$ cat src/rtl/hsv_pkg.sv
`timescale 1ns / 1ps
// ----------------------------------------------------------------------------
// hsv_pkg
// Shared constants and types for the RGB to HSV converter pipeline.
// ----------------------------------------------------------------------------
package hsv_pkg;

    localparam int CHANNEL_BITS_DEF = 8;

    // hue in 1/64 degree
    localparam int HUE_W      = 15;
    localparam int HUE_Q_W    = 12;
    localparam int HUE_SECTOR = 3840;
    localparam int HUE_FULL   = 23040;

    typedef enum logic [1:0] {
        SECT_RED,
        SECT_GREEN,
        SECT_BLUE
    } sector_t;

    typedef struct packed {
        sector_t sector;
        logic    neg;
        logic    achrom;
    } hsv_ctl_t;

endpackage

$ cat src/rtl/hsv_front.sv
`timescale 1ns / 1ps
// ----------------------------------------------------------------------------
// hsv_front
// Two register stages: max/min and sector pick, then delta, hue difference
// magnitude and the scaled dividends for saturation and hue.
// ----------------------------------------------------------------------------
module hsv_front #(
    parameter int CHANNEL_BITS = hsv_pkg::CHANNEL_BITS_DEF
) (
    input  logic                                        aclk,
    input  logic                                        aresetn,
    input  logic                                        en,
    input  logic                                        in_valid,
    input  logic [CHANNEL_BITS-1:0]                     red,
    input  logic [CHANNEL_BITS-1:0]                     green,
    input  logic [CHANNEL_BITS-1:0]                     blue,
    output logic                                        out_valid,
    output logic [CHANNEL_BITS-1:0]                     hi,
    output logic [CHANNEL_BITS-1:0]                     delta,
    output logic [2*CHANNEL_BITS-1:0]                   sat_num,
    output logic [CHANNEL_BITS+hsv_pkg::HUE_Q_W-1:0]    hue_num,
    output hsv_pkg::hsv_ctl_t                           ctl
);
    import hsv_pkg::*;

    localparam int CB = CHANNEL_BITS;
    localparam int HN = CB + HUE_Q_W;

    // stage A
    logic [CB-1:0] hi_next, lo_next, p_next, q_next;
    sector_t       sector_next;
    logic          valid_a_reg;
    logic [CB-1:0] hi_a_reg, lo_a_reg, p_a_reg, q_a_reg;
    sector_t       sector_a_reg;

    // stage B
    logic [CB-1:0] delta_next, absdiff_next;
    logic          neg_next;
    logic [2*CB-1:0] sat_num_next;
    logic [HN-1:0] hue_num_next;
    logic          valid_b_reg;
    logic [CB-1:0] hi_b_reg, delta_b_reg;
    logic [2*CB-1:0] sat_num_b_reg;
    logic [HN-1:0] hue_num_b_reg;
    hsv_ctl_t      ctl_b_reg;

    always_comb begin
        hi_next = (red > green) ? red : green;
        lo_next = (red < green) ? red : green;
        if (blue > hi_next) begin
            hi_next = blue;
        end
        if (blue < lo_next) begin
            lo_next = blue;
        end
        if (red >= green && red >= blue) begin
            sector_next = SECT_RED;
            p_next      = green;
            q_next      = blue;
        end else if (green >= blue) begin
            sector_next = SECT_GREEN;
            p_next      = blue;
            q_next      = red;
        end else begin
            sector_next = SECT_BLUE;
            p_next      = red;
            q_next      = green;
        end
    end

    always_ff @(posedge aclk) begin
        if (!aresetn) begin
            valid_a_reg <= 1'b0;
        end else if (en) begin
            valid_a_reg <= in_valid;
        end
    end

    always_ff @(posedge aclk) begin
        if (en) begin
            hi_a_reg     <= hi_next;
            lo_a_reg     <= lo_next;
            p_a_reg      <= p_next;
            q_a_reg      <= q_next;
            sector_a_reg <= sector_next;
        end
    end

    always_comb begin
        delta_next   = hi_a_reg - lo_a_reg;
        neg_next     = p_a_reg < q_a_reg;
        absdiff_next = neg_next ? (q_a_reg - p_a_reg) : (p_a_reg - q_a_reg);
        // full*delta = (delta << CB) - delta
        sat_num_next = ({delta_next, {CB{1'b0}}}) - (2*CB)'(delta_next);
        // 3840*x = (x << 12) - (x << 8)
        hue_num_next = ({absdiff_next, 12'b0}) - (HN'(absdiff_next) << 8);
    end

    always_ff @(posedge aclk) begin
        if (!aresetn) begin
            valid_b_reg <= 1'b0;
        end else if (en) begin
            valid_b_reg <= valid_a_reg;
        end
    end

    always_ff @(posedge aclk) begin
        if (en) begin
            hi_b_reg         <= hi_a_reg;
            delta_b_reg      <= delta_next;
            sat_num_b_reg    <= sat_num_next;
            hue_num_b_reg    <= hue_num_next;
            ctl_b_reg.sector <= sector_a_reg;
            ctl_b_reg.neg    <= neg_next;
            ctl_b_reg.achrom <= (delta_next == '0);
        end
    end

    assign out_valid = valid_b_reg;
    assign hi        = hi_b_reg;
    assign delta     = delta_b_reg;
    assign sat_num   = sat_num_b_reg;
    assign hue_num   = hue_num_b_reg;
    assign ctl       = ctl_b_reg;

endmodule

$ cat src/rtl/hsv_divider.sv
`timescale 1ns / 1ps
// ----------------------------------------------------------------------------
// hsv_divider
// Pipelined restoring divider, one quotient bit per register stage.
// The quotient must fit in QUO_W bits. A sideband word travels alongside.
// ----------------------------------------------------------------------------
module hsv_divider #(
    parameter int NUM_W  = 16,
    parameter int DEN_W  = 8,
    parameter int QUO_W  = 12,
    parameter int SIDE_W = 4
) (
    input  logic              aclk,
    input  logic              aresetn,
    input  logic              en,
    input  logic              in_valid,
    input  logic [NUM_W-1:0]  num,
    input  logic [DEN_W-1:0]  den,
    input  logic [SIDE_W-1:0] side_in,
    output logic              out_valid,
    output logic [QUO_W-1:0]  quo,
    output logic [SIDE_W-1:0] side_out
);
    localparam int CMP_W = DEN_W + QUO_W;

    logic              valid_reg [QUO_W];
    logic [QUO_W-1:0]  quo_reg   [QUO_W];
    logic [SIDE_W-1:0] side_reg  [QUO_W];
    logic [CMP_W-1:0]  rem_reg   [QUO_W-1];
    logic [DEN_W-1:0]  den_reg   [QUO_W-1];

    for (genvar k = 0; k < QUO_W; k++) begin : g_stage
        localparam int B = QUO_W - 1 - k;

        logic              valid_in;
        logic [CMP_W-1:0]  rem_in;
        logic [DEN_W-1:0]  den_in;
        logic [QUO_W-1:0]  quo_in;
        logic [SIDE_W-1:0] side_in_k;
        logic [CMP_W-1:0]  trial;
        logic              ge;
        logic [CMP_W-1:0]  rem_next;
        logic [QUO_W-1:0]  quo_next;

        if (k == 0) begin : g_first
            assign valid_in  = in_valid;
            assign rem_in    = CMP_W'(num);
            assign den_in    = den;
            assign quo_in    = '0;
            assign side_in_k = side_in;
        end else begin : g_rest
            assign valid_in  = valid_reg[k-1];
            assign rem_in    = rem_reg[k-1];
            assign den_in    = den_reg[k-1];
            assign quo_in    = quo_reg[k-1];
            assign side_in_k = side_reg[k-1];
        end

        always_comb begin
            trial       = CMP_W'(den_in) << B;
            ge          = rem_in >= trial;
            rem_next    = ge ? (rem_in - trial) : rem_in;
            quo_next    = quo_in;
            quo_next[B] = ge;
        end

        always_ff @(posedge aclk) begin
            if (!aresetn) begin
                valid_reg[k] <= 1'b0;
            end else if (en) begin
                valid_reg[k] <= valid_in;
            end
        end

        always_ff @(posedge aclk) begin
            if (en) begin
                quo_reg[k]  <= quo_next;
                side_reg[k] <= side_in_k;
            end
        end

        if (k < QUO_W - 1) begin : g_carry
            always_ff @(posedge aclk) begin
                if (en) begin
                    rem_reg[k] <= rem_next;
                    den_reg[k] <= den_in;
                end
            end
        end
    end

    assign out_valid = valid_reg[QUO_W-1];
    assign quo       = quo_reg[QUO_W-1];
    assign side_out  = side_reg[QUO_W-1];

endmodule

$ cat src/rtl/hsv_post.sv
`timescale 1ns / 1ps
// ----------------------------------------------------------------------------
// hsv_post
// Output stage: sector base plus signed hue offset with wrap, achromatic
// override, and the result register that drives the output channel.
// ----------------------------------------------------------------------------
module hsv_post #(
    parameter int CHANNEL_BITS = hsv_pkg::CHANNEL_BITS_DEF
) (
    input  logic                           aclk,
    input  logic                           aresetn,
    input  logic                           en,
    input  logic                           in_valid,
    input  logic [hsv_pkg::HUE_Q_W-1:0]    hue_q,
    input  logic [CHANNEL_BITS-1:0]        sat_q,
    input  logic [CHANNEL_BITS-1:0]        hi,
    input  hsv_pkg::hsv_ctl_t              ctl,
    output logic                           out_valid,
    output logic [hsv_pkg::HUE_W-1:0]      hue,
    output logic [CHANNEL_BITS-1:0]        saturation,
    output logic [CHANNEL_BITS-1:0]        brightness,
    output logic                           achromatic
);
    import hsv_pkg::*;

    localparam int SW = HUE_W + 2;

    logic [HUE_W-1:0]        base;
    logic [SW-1:0]           hue_s;
    logic [HUE_W-1:0]        hue_next;
    logic [CHANNEL_BITS-1:0] sat_next;

    logic                    valid_reg;
    logic [HUE_W-1:0]        hue_reg;
    logic [CHANNEL_BITS-1:0] sat_reg;
    logic [CHANNEL_BITS-1:0] bright_reg;
    logic                    achrom_reg;

    always_comb begin
        case (ctl.sector)
            SECT_RED:   base = '0;
            SECT_GREEN: base = HUE_W'(2 * HUE_SECTOR);
            SECT_BLUE:  base = HUE_W'(4 * HUE_SECTOR);
            default:    base = '0;
        endcase
        hue_s = ctl.neg ? (SW'(base) - SW'(hue_q)) : (SW'(base) + SW'(hue_q));
        if (hue_s[SW-1]) begin
            hue_s = hue_s + SW'(HUE_FULL);
        end
        hue_next = ctl.achrom ? '0 : hue_s[HUE_W-1:0];
        sat_next = ctl.achrom ? '0 : sat_q;
    end

    always_ff @(posedge aclk) begin
        if (!aresetn) begin
            valid_reg <= 1'b0;
        end else if (en) begin
            valid_reg <= in_valid;
        end
    end

    always_ff @(posedge aclk) begin
        if (en) begin
            hue_reg    <= hue_next;
            sat_reg    <= sat_next;
            bright_reg <= hi;
            achrom_reg <= ctl.achrom;
        end
    end

    assign out_valid  = valid_reg;
    assign hue        = hue_reg;
    assign saturation = sat_reg;
    assign brightness = bright_reg;
    assign achromatic = achrom_reg;

endmodule

$ cat src/rtl/rgb_to_hsv_converter_unit.sv
`timescale 1ns / 1ps
// ----------------------------------------------------------------------------
// rgb_to_hsv_converter_unit
// RGB pixel to HSV pixel converter, fully pipelined.
// ----------------------------------------------------------------------------
// Input channel s_*: one RGB word (s_red, s_green, s_blue) per handshake.
// Output channel m_*: one HSV word per input word, in order: m_hue in
// 1/64 degree, m_saturation, m_brightness (largest channel), m_achromatic.
// Stages: two front stages, one divider stage per quotient bit, one output
// stage. Throughput: one word per cycle while m_ready is high or m_valid
// low; saturation and hue use two restoring dividers side by side, each
// retiring one quotient bit per stage.
// Reset clears all valid bits; the pipeline comes up empty.
// When the receiver stalls (m_ready low with m_valid high) the whole
// pipeline holds, and s_ready drops in the same cycle; nothing is lost
// or repeated. s_ready stays high while the output register is empty.
// ----------------------------------------------------------------------------
module rgb_to_hsv_converter_unit #(
    parameter int CHANNEL_BITS = hsv_pkg::CHANNEL_BITS_DEF
) (
    input  logic                        aclk,
    input  logic                        aresetn,
    input  logic                        s_valid,
    output logic                        s_ready,
    input  logic [CHANNEL_BITS-1:0]     s_red,
    input  logic [CHANNEL_BITS-1:0]     s_green,
    input  logic [CHANNEL_BITS-1:0]     s_blue,
    output logic                        m_valid,
    input  logic                        m_ready,
    output logic [hsv_pkg::HUE_W-1:0]   m_hue,
    output logic [CHANNEL_BITS-1:0]     m_saturation,
    output logic [CHANNEL_BITS-1:0]     m_brightness,
    output logic                        m_achromatic
);
    import hsv_pkg::*;

    localparam int CB         = CHANNEL_BITS;
    localparam int DIV_STAGES = (CB > HUE_Q_W) ? CB : HUE_Q_W;
    localparam int CTL_W      = $bits(hsv_ctl_t);

    logic              en;

    logic              f_valid;
    logic [CB-1:0]     f_hi;
    logic [CB-1:0]     f_delta;
    logic [2*CB-1:0]   f_sat_num;
    logic [CB+HUE_Q_W-1:0] f_hue_num;
    hsv_ctl_t          f_ctl;

    logic              hd_valid;
    logic [DIV_STAGES-1:0] hd_quo;
    logic [CTL_W-1:0]  hd_side;
    logic              sd_valid;
    logic [DIV_STAGES-1:0] sd_quo;
    logic [CB-1:0]     sd_side;

    assign en      = !m_valid || m_ready;
    assign s_ready = en;

    hsv_front #(
        .CHANNEL_BITS(CB)
    ) u_front (
        .aclk      (aclk),
        .aresetn   (aresetn),
        .en        (en),
        .in_valid  (s_valid),
        .red       (s_red),
        .green     (s_green),
        .blue      (s_blue),
        .out_valid (f_valid),
        .hi        (f_hi),
        .delta     (f_delta),
        .sat_num   (f_sat_num),
        .hue_num   (f_hue_num),
        .ctl       (f_ctl)
    );

    hsv_divider #(
        .NUM_W  (CB + HUE_Q_W),
        .DEN_W  (CB),
        .QUO_W  (DIV_STAGES),
        .SIDE_W (CTL_W)
    ) u_hue_div (
        .aclk      (aclk),
        .aresetn   (aresetn),
        .en        (en),
        .in_valid  (f_valid),
        .num       (f_hue_num),
        .den       (f_delta),
        .side_in   (f_ctl),
        .out_valid (hd_valid),
        .quo       (hd_quo),
        .side_out  (hd_side)
    );

    hsv_divider #(
        .NUM_W  (2 * CB),
        .DEN_W  (CB),
        .QUO_W  (DIV_STAGES),
        .SIDE_W (CB)
    ) u_sat_div (
        .aclk      (aclk),
        .aresetn   (aresetn),
        .en        (en),
        .in_valid  (f_valid),
        .num       (f_sat_num),
        .den       (f_hi),
        .side_in   (f_hi),
        .out_valid (sd_valid),
        .quo       (sd_quo),
        .side_out  (sd_side)
    );

    hsv_post #(
        .CHANNEL_BITS(CB)
    ) u_post (
        .aclk       (aclk),
        .aresetn    (aresetn),
        .en         (en),
        .in_valid   (hd_valid && sd_valid),
        .hue_q      (hd_quo[HUE_Q_W-1:0]),
        .sat_q      (sd_quo[CB-1:0]),
        .hi         (sd_side),
        .ctl        (hsv_ctl_t'(hd_side)),
        .out_valid  (m_valid),
        .hue        (m_hue),
        .saturation (m_saturation),
        .brightness (m_brightness),
        .achromatic (m_achromatic)
    );

endmodule
$ cat config.mk
export PLATFORM = sky130hd
export DESIGN_NAME = rgb_to_hsv_converter_unit
export DESIGN_NICKNAME = d
export VERILOG_FILES = /design/src/rtl/hsv_pkg.sv /design/src/rtl/hsv_front.sv /design/src/rtl/hsv_divider.sv /design/src/rtl/hsv_post.sv /design/src/rtl/rgb_to_hsv_converter_unit.sv
export SDC_FILE = /design/constraint.sdc
export NUM_CORES = 2
export LEC_CHECK = 0
export BUFFER_PORTS_ARGS = -buffer_cell sky130_fd_sc_hd__buf_2
export CAP_MARGIN = 20
export CORE_MARGIN = 2
export CORE_UTILIZATION = 35
export DETAILED_ROUTE_END_ITERATION = 12
export PLACE_DENSITY = 0.59
export SLEW_MARGIN = 20
export SYNTH_ARGS = -nofsm -noshare
export SYNTH_HDL_FRONTEND = slang
export SYNTH_SLANG_ARGS = --single-unit
$ cat constraint.sdc
create_clock -name aclk -period 27.1 [get_ports aclk]
set_input_delay 2.71 -clock aclk [delete_from_list [all_inputs] [get_ports aclk]]
set_output_delay 2.71 -clock aclk [all_outputs]
set_load 0.03 [all_outputs]
==> summary.md <==
| Metric | Value |
|---|---|
| Pre-antenna DRT Iters | `5` |
| Top-count cell post-synth | `edfxtp_1` |
| Leakage Power | `0.01876 uW` |
| Global-route wire length before repair | `116.8 mm` |
| Clock tree buffer depth | `3` |
| FMAX | `0.1466 GHz` |
| Total GRT Usage | `11.45%` |
| Tightest Pin Transition | `1.029 ns` |
| Worst path arrival time | `4.11 ns` |
| Cts hold-fix bufs | `0` |
| Top post-synthesis cells by area | `edfxtp_1 (60%), ha_1 (8.0%), inv_1 (3.1%)` |
| Result of the run | `completed` |
| PostCTS Resize Cnt | `0` |
| Antenna diode count | `0` |
| Starting Density | `35.18%` |
| Final hold violation count | `0` |
| Post-synthesis sequential area ratio | `60.30%` |
| Worst Setup End Kind | `output pin` |
| Synth Area in Compound Gates | `8.937%` |
| Post-Layout Cell Count | `5148` |
| Clock share of power | `19.5%` |
| Finish-stage setup viols | `0` |
| Die area | `123100 um2` |
| Combinational power share | `38.4%` |
| Final core utilization | `39.49%` |
| Post-synth top area share | `60.06%` |
| Placed Area | `44420 um2` |
| # nets final | `3789` |
| Grt peak-use layer | `met2` |
| Worst-path maximum fanout | `94` |
| Yosys Warn Count | `0` |
| CTS tree | `built` |
| Dominant delay contributor by cell family on the critical path | `buffers and inverters` |
| Post-route cell area | `47260 um2` |
| Startpoint Class | `input pin` |
| Post-synth EDFFs | `842` |
| Iter 0 DRT Violations | `1385` |
| Core Area | `119700 um2` |
| Die width | `350.8 um` |
| Root buffer cell | `clkbuf_16` |
| Netlist cell types | `83` |
| Slew HR | `31.40%` |
| IO Port Bufs | `61` |
| Syn_nets | `3662` |
| Xor and xnor area share after synthesis | `4.556%` |
| Crit path largest cell delay | `0.50 ns` |
| Post-route setup TNS | `0 ns` |
| Min-Delay Path Class | `flop to flop` |
| Fillers | `11160` |
| Int Pwr | `3932 uW` |
| Asr flop ratio synth | `0%` |
| Post-DRT Antenna Nets | `0` |
| Slowest cell on the critical path | `nor2b_1` |
| DP Cell Count | `4989` |
| Pin count of the biggest net entering global routing | `194` |
| Cell taking the most area after synthesis | `edfxtp_1` |
| Period minus WS final | `6.822 ns` |
| PwrDens | `126.3 nW/um2` |
| Drt via density | `4.698` |
| Synth Flop Type | `edfxtp_1` |
| Most instantiated cells after synthesis | `edfxtp_1 (842), inv_1 (343), ha_1 (268), nor2_1 (211), nand2_1 (209)` |
| Seq cells post-synth | `847` |
| Post-synthesis cell area | `42100 um2` |
| Worst setup path class | `input pin to output pin` |
| Initial antenna violation count | `0` |
| Worst EP required | `24.39 ns` |
| Share of layout cells above drive strength 1 | `7.975%` |
| Worst Path Buf+Inv | `3` |
| Mean area per synthesized cell | `12.60 um2` |
| Main combinational cell family by area after synthesis | `simple AND/OR/NAND/NOR gates` |
| Largest register FFs | `209` |
| Post-synthesis mux area share | `2.883%` |
| Met2 Usage GRT | `21.59%` |
| Total Wirelength | `70.09 mm` |
| Max-slew violations | `0` |
| Met1 Use GR | `12.86%` |
| Clock skew | `0.01930 ns` |
| Final period util | `25.17%` |
| Final GP Congestion | `0.8181` |
| Sw frac | `34.10%` |
| VDD IR max | `59.66 uV` |
| Reg area | `25380 um2` |
| Synth Area in Adders | `9.202%` |
| DRC viols | `0` |
| Area occupied by multi-input gates | `15260 um2` |
| IO Pins | `62` |
| WHS | `0.4056 ns` |
| Critical path, cell by cell | `buf_2 -> nor2b_1 -> inv_8 -> buf_2` |
| H-tree depth | `3` |
| GRT Residual Overflow | `0` |
| Max-Cap Viols | `0` |
| Area growth from synthesis to layout | `12.25%` |
| Post-CTS Repair Setup Buffers | `0` |
| Std-Cell Rows | `127` |
| RSZ-0062 raised after global routing | `no` |
| Syn Inst Count | `3340` |
| Met3 Usage GRT | `1.883%` |
| Post-synthesis simple-gate area fraction | `10.59%` |
| Chip height | `350.8 um` |
| Cts bufs inserted | `87` |
| Clock insertion delay at the later pin of the skew report | `0.64 ns` |
| Vias in the first global route | `24230` |
| DR WL/cell | `13.61 um` |
| CTS clk-pin slew, worst paths | `0.06 ns` |
| DP HPWL | `51.02 mm` |
| Sw Pwr | `2035 uW` |
| Most used cell, CP | `buf_2` |
| Vias post-DR | `24190` |
| CTS Sinks | `847` |
| Sequential Power Share | `42.1%` |
-- worst register-to-register path: cells and delay by family, from the launching register on --
family | cells | cell delay, ns
flip-flops | 1 | 0.40
AND/OR/NAND/NOR | 5 | 0.72
AO/OA/AOI/OAI | 5 | 1.67
XOR/XNOR | 2 | 0.47
buffers and inverters | 3 | 0.21
multiplexers | 1 | 0.31
adder cells (fa/ha/maj) | 3 | 0.98
-- cells by family (layout without fill, tap and decap cells) --
| logic type | count (synthesis) | after routing |
|---|---|---|
| XOR/XNOR | 219 | 219 |
| flip-flops | 847 | 847 |
| AND/OR/NAND/NOR | 879 | 879 |
| adder cells (fa/ha/maj) | 294 | 294 |
| buffers and inverters | 389 | 585 |
| AO/OA/AOI/OAI | 597 | 597 |
| multiplexers | 115 | 115 |
-- cell type report --
type,instances,area share (%)
timing repair buffer,83,1.030
tap,1612,4.268
inverter,344,2.748
clock inverter,53,1.107
multi-input combinational,2104,32.29
clock buffer,105,4.840
sequential,847,53.72
-- power by group through the flow --
| stage | clock, uW | combinational, uW | sequential (uW) |
|---|---|---|---|
| 5_1_grt | 1250 | 2620 | 2580 |
| 4_1_cts | 1200 | 2310 | 2520 |
| 2_1_floorplan | 0 | 1820 | 2450 |
| 3_5_place_dp | 0 | 2300 | 2540 |
| 3_3_place_gp | 0 | 2250 | 2530 |
| 6_report | 1160 | 2290 | 2510 |
-- routing by layer --
metal,wire (um),part of all wire (%)
met1,29240,42
met3,2012,2.9
met5,0,0
met2,36650,52
met4,2185,3.1
-- layout by cell type (no fill, tap or decap), drive strengths merged, types with 35 or more instances in the layout --
master	synthesis	layout
nor2b	71	71
mux2	37	37
a21o	44	44
a21boi	43	43
ha	268	268
edfxtp	842	842
nand2	209	209
nand2b	45	45
a21oi	128	128
nor3	82	82
xnor2	99	99
o21a	41	41
buf	17	83
mux2i	77	77
xor2	120	120
clkinv	0	40
clkbuf	28	105
inv	344	346
o31ai	45	45
o21ai	195	195
or3	35	35
nor4	49	49
nor2	212	212
-- through the flow --
step | power (uW) | setup WS (ns)
finish | 5967 | 20.28
detailed placement | 4839 | 19.76
global placement | 4783 | 19.71
CTS | 6029 | 20.30
floorplan | 4271 | 10.95
global route | 6459 | 20.07
-- worst paths after layout --
check,slack [ns],startpoint,cells past startpoint,end
min reg2reg,0.41,u_hue_div.quo_reg[0][33],0,u_hue_div.quo_reg[0][45]
max reg2reg,22.06,u_front.p_a_reg[0],19,u_front.hue_num[19]
min,0.41,u_hue_div.quo_reg[0][33],0,u_hue_div.quo_reg[0][45]
max,20.28,m_ready,4,s_ready
(Power assumes the default switching activity.)
